### src/rtl/orot_pkg.sv
// Shared constants and the CORDIC arctangent table for the oriented
// rectangle overlap test. No dependencies.
package orot_pkg;

  localparam int CORDIC_STEPS = 30;
  localparam int CORDIC_W     = 33;          // 30 fraction bits plus sign and headroom
  localparam int ZW           = 32;          // residual angle width
  localparam int SC_W         = 16;          // sine/cosine, 14 fraction bits
  localparam int SC_SHIFT     = 16;          // 30 -> 14 fraction bits
  localparam int CORNER_SHIFT = 14;          // 12 -> 26 fraction bits
  localparam int TOL_SHIFT    = 28;          // 12 -> 40 fraction bits
  localparam logic signed [CORDIC_W-1:0] CORDIC_X0 = 33'sd652032874;
  localparam logic signed [CORDIC_W-1:0] ROUND_HALF = 33'sd32768;

  localparam int CORDIC_LAT = CORDIC_STEPS + 1;
  localparam int GEOM_LAT   = 2;
  localparam int SAT_LAT    = 5;

  function automatic logic [31:0] atan_turn(input int i);
    logic [31:0] v;
    case (i)
      0:  v = 32'h20000000;
      1:  v = 32'h12E4051E;
      2:  v = 32'h09FB385B;
      3:  v = 32'h051111D4;
      4:  v = 32'h028B0D43;
      5:  v = 32'h0145D7E1;
      6:  v = 32'h00A2F61E;
      7:  v = 32'h00517C55;
      8:  v = 32'h0028BE53;
      9:  v = 32'h00145F2F;
      10: v = 32'h000A2F98;
      11: v = 32'h000517CC;
      12: v = 32'h00028BE6;
      13: v = 32'h000145F3;
      14: v = 32'h0000A2FA;
      15: v = 32'h0000517D;
      16: v = 32'h000028BE;
      17: v = 32'h0000145F;
      18: v = 32'h00000A30;
      19: v = 32'h00000518;
      20: v = 32'h0000028C;
      21: v = 32'h00000146;
      22: v = 32'h000000A3;
      23: v = 32'h00000051;
      24: v = 32'h00000029;
      25: v = 32'h00000014;
      26: v = 32'h0000000A;
      27: v = 32'h00000005;
      28: v = 32'h00000003;
      29: v = 32'h00000001;
      default: v = 32'h00000000;
    endcase
    return v;
  endfunction

endpackage

### src/rtl/orot_geom.sv
// Vertex builder: rotated edge products, then corner sums (two stages).
// Depends on orot_pkg.
module orot_geom #(
  parameter int COORD_WIDTH = 24
) (
  input  logic                                 clk,
  input  logic                                 adv,
  input  logic signed [COORD_WIDTH-1:0]        px,
  input  logic signed [COORD_WIDTH-1:0]        py,
  input  logic        [COORD_WIDTH-2:0]        w,
  input  logic        [COORD_WIDTH-2:0]        h,
  input  logic signed [orot_pkg::SC_W-1:0]     c_i,
  input  logic signed [orot_pkg::SC_W-1:0]     s_i,
  output logic signed [COORD_WIDTH+15:0]       vx_o [4],
  output logic signed [COORD_WIDTH+15:0]       vy_o [4],
  output logic signed [orot_pkg::SC_W-1:0]     c_o,
  output logic signed [orot_pkg::SC_W-1:0]     s_o
);
  localparam int VW = COORD_WIDTH + 16;
  typedef logic signed [VW-1:0] vw_t;

  vw_t cw_r, sw_r, ch_r, sh_r, px_r, py_r;
  logic signed [orot_pkg::SC_W-1:0] c_r, s_r;

  always_ff @(posedge clk) begin
    if (adv) begin
      cw_r <= c_i * $signed({1'b0, w});
      sw_r <= s_i * $signed({1'b0, w});
      ch_r <= c_i * $signed({1'b0, h});
      sh_r <= s_i * $signed({1'b0, h});
      px_r <= vw_t'(px) <<< orot_pkg::CORNER_SHIFT;
      py_r <= vw_t'(py) <<< orot_pkg::CORNER_SHIFT;
      c_r  <= c_i;
      s_r  <= s_i;
    end
  end

  always_ff @(posedge clk) begin
    if (adv) begin
      vx_o[0] <= px_r;
      vy_o[0] <= py_r;
      vx_o[1] <= px_r + cw_r;
      vy_o[1] <= py_r + sw_r;
      vx_o[2] <= px_r + cw_r - sh_r;
      vy_o[2] <= py_r + sw_r + ch_r;
      vx_o[3] <= px_r - sh_r;
      vy_o[3] <= py_r + ch_r;
      c_o     <= c_r;
      s_o     <= s_r;
    end
  end

endmodule

### config.mk
export PLATFORM = sky130hd
export DESIGN_NAME = orot_geom
export DESIGN_NICKNAME = d
export VERILOG_FILES = /design/src/rtl/orot_pkg.sv /design/src/rtl/orot_geom.sv
export SDC_FILE = /design/constraint.sdc
export NUM_CORES = 2
export LEC_CHECK = 0
export BUFFER_PORTS_ARGS = -buffer_cell sky130_fd_sc_hd__buf_4
export CAP_MARGIN = 20
export CELL_PAD_IN_SITES_DETAIL_PLACEMENT = 0
export CELL_PAD_IN_SITES_GLOBAL_PLACEMENT = 1
export CORE_MARGIN = 3
export CORE_UTILIZATION = 40
export DETAILED_ROUTE_END_ITERATION = 10
export PLACE_DENSITY_LB_ADDON = 0.1
export SLEW_MARGIN = 20
export SYNTH_ARGS = -nofsm -noshare
export SYNTH_HDL_FRONTEND = slang
export SYNTH_SLANG_ARGS = --single-unit
### constraint.sdc
create_clock -name clk -period 21.8 [get_ports clk]
set_input_delay 3.27 -clock clk [delete_from_list [all_inputs] [get_ports clk]]
set_output_delay 3.27 -clock clk [all_outputs]
set_load 0.05 [all_outputs]
==> impl_metrics.tcl <==
set metrics [dict create \
    status "finished, final reports clean" \
    die_h_um 440 \
    initialDrtViolationCount 2625 \
    worstSetupStartpointType "primary input" \
    overflow 0 \
    grt_pass1_wl_um 332000 \
    antenna_found_initial 31 \
    wirelength_um 211000 \
    holdCritPathClass "flop to flop" \
    avgSynthCellArea_um2 9.82 \
    core_mm2 0.186 \
    synth-edff-count 560 \
    io_buffer_count 451 \
    routedWlPerCell_um 20.2 \
    drive_above_1_share_pct 7.80 \
    crit_required_ns 22.23 \
    cp.arrival_ns 10.07 \
    fp.dieW_um 440 \
    clk_pin_slew_ns 0.06 \
    firstDrtPassIters 5 \
    ys_seq_elements 560 \
    io_pins 480 \
    cts.sinks 560 \
    vias 52100 \
    synth-seq-area-share_pct 22.3 \
    drc 0 \
    tritoncts "built" \
    die_area_mm2 0.194 \
    holdPathStages 0 \
    ys_async_sr_fraction_pct 0 \
    grt_max_degree 134 \
    gp_congestion 0.890 \
    slew_headroom_pct 29.7 \
    yosys_warnings 0 \
    period_share_pct 44.2 \
    cp_max_fo 32 \
    htreeDepth 3 \
    synth_top_flop_cell "edfxtp_1" \
    grt.met2_usage_pct 40.4 \
    syn_to_final_growth_pct 10.2 \
    yosysMostFrequentCell "inv_1" \
    synthTopCellsByCount "inv_1, fa_1, nand2_1, ha_1, and2_1" \
    grt_pass1_vias 56500 \
    dp_hpwl_um 160000 \
    tns_ns 0 \
    drv_slew 0 \
    endpoint "ch_r[38]$_DFFE_PP_" \
    layout.nets 9914 \
    postCtsSetupBuffers 0 \
    drtAntennaViolNets 0 \
    rr_endpoint "vy_o[79]$_DFFE_PP_" \
    worst_pin_slew_ns 1.04 \
    clockRootBuffer "clkbuf_16" \
    finalCriticalPeriod_ns 9.64 \
    cts_resized 0 \
    ys_top_cells_by_area "fa_1, edfxtp_1, ha_1, inv_1, and2_1" \
    synth_top_area_share_pct 31.2 \
    cts.path.max_buffers 3 \
    crit_start "c_i[8]" \
    yosysTopAreaCell "fa_1" \
    top_usage_layer "met2" \
    ys_types 93 \
    rsz0062_at_grt "false" \
    cts_buffers 73 \
    via_per_inst 4.99 \
    setup_viol 0 \
    hold_buffers 0 \
    drv_cap 0 \
    endpoint_kind "flop" \
    r2r_slack_ns 16.12 \
    critPathKind "primary input to flop" \
    clock_skew_ns 0.0257 \
    r2r_start "sw_r[14]$_DFFE_PP_" \
    initial_core_util_pct 40.4 \
    grt_usage_pct 22.3 \
    clock.fmax_mhz 104 \
    met1_usage_pct 28.0 \
    hold_viol_final 0 \
    met3_usage_pct 2.42 \
    clkLatencyLatePin_ns 0.71 \
    syn-cell-area_mm2 0.0754 \
    r2r_cells 21 \
    syn_inst 7679 \
    fp-row-count 158 \
]
cells by family after synthesis:
kind of cell,after synthesis,share of synthesized area [%]
fa+ha+maj,1896,43.2
simple gates,2086,13.5
flops,560,22.3
xor+xnor,313,3.65
compound gates,871,7.46
mux,1,0.0133
other cells,1,0.00497
buf+inv,1951,9.87
flip-flops by register name, summed over array words and instances, names as in the netlist:
| register | flops |
|---|---|
| px_r | 24 |
| c_o | 16 |
| sh_r | 40 |
| cw_r | 40 |
| sw_r | 40 |
| py_r | 24 |
| s_o | 16 |
| c_r | 16 |
| vx_o | 144 |
| s_r | 16 |
| vy_o | 144 |
| ch_r | 40 |
layer usage:
metal | share of wire, % | vias up
met5 | 0.0057 | -
met4 | 2.9 | 2
met3 | 4.2 | 253
met2 | 51 | 1069
met1 | 42 | 26400
li1 | - | 24300
worst min-delay path by stage:
stage	startpoint	slack (ns)	to
global placement	s_r[10]$_DFFE_PP_	0.40	s_o[10]$_DFFE_PP_
global route	c_r[1]$_DFFE_PP_	0.42	c_o[1]$_DFFE_PP_
floorplan	c_r[0]$_DFFE_PP_	0.40	c_o[0]$_DFFE_PP_
CTS	s_r[3]$_DFFE_PP_	0.42	s_o[3]$_DFFE_PP_
finish	s_r[4]$_DFFE_PP_	0.42	s_o[4]$_DFFE_PP_
detailed placement	s_r[3]$_DFFE_PP_	0.40	s_o[3]$_DFFE_PP_
layout by cell type (no fill, tap or decap), drive strengths merged, types with 82 or more instances in the layout:
master     n
fa      1173
and2     633
buf      462
clkbuf    82
a21o     166
xnor2    225
a21oi    287
xor2      87
ha       723
o21ai    147
nor2     215
nand2    907
edfxtp   560
inv     1602
area by class of cell:
| class | count | area, um^2 |
|---|---|---|
| well taps | 2480 | 3100 |
| clock inverters | 50 | 572 |
| inverters | 1598 | 6000 |
| flip-flops and latches | 560 | 16800 |
| multi-input cells | 5195 | 51200 |
| diodes | 9 | 22.5 |
| fillers | 18100 | 103000 |
| repair buffers | 462 | 3500 |
| clock buffers | 82 | 1860 |
stage by stage:
stage                     instance area [um^2]  hold slack, ns  util (%)  std cells  setup slack, ns
after detailed placement                 80600           0.405      43.3      10300            11.42
after global routing                     83100           0.424      44.6      10400            11.77
final                                    83100           0.417      44.6      10400            12.16
after global placement                   80600           0.401      43.3      10300            11.41
after CTS                                83100           0.417      44.6      10400            12.18
after floorplan                          75500           0.400         -       7706            12.25
critical path, cell delays in order:
cell,delay [ns]
buf_4,0.23
buf_4,0.44
nand2_1,0.15
fa_1,0.54
inv_1,0.06
fa_1,0.50
inv_1,0.06
fa_1,0.53
inv_1,0.05
fa_1,0.38
fa_1,0.54
inv_1,0.06
fa_1,0.48
inv_1,0.04
ha_1,0.34
a21o_1,0.18
a21o_2,0.22
a32oi_1,0.22
a21boi_0,0.25
a31oi_1,0.33
a31oi_1,0.26
nor2_1,0.25
o21ai_1,0.16
a221oi_1,0.32
xnor2_1,0.17
Power is not shown: default switching activity piles up to over one toggle a cycle in this logic, so the estimate is an artifact.
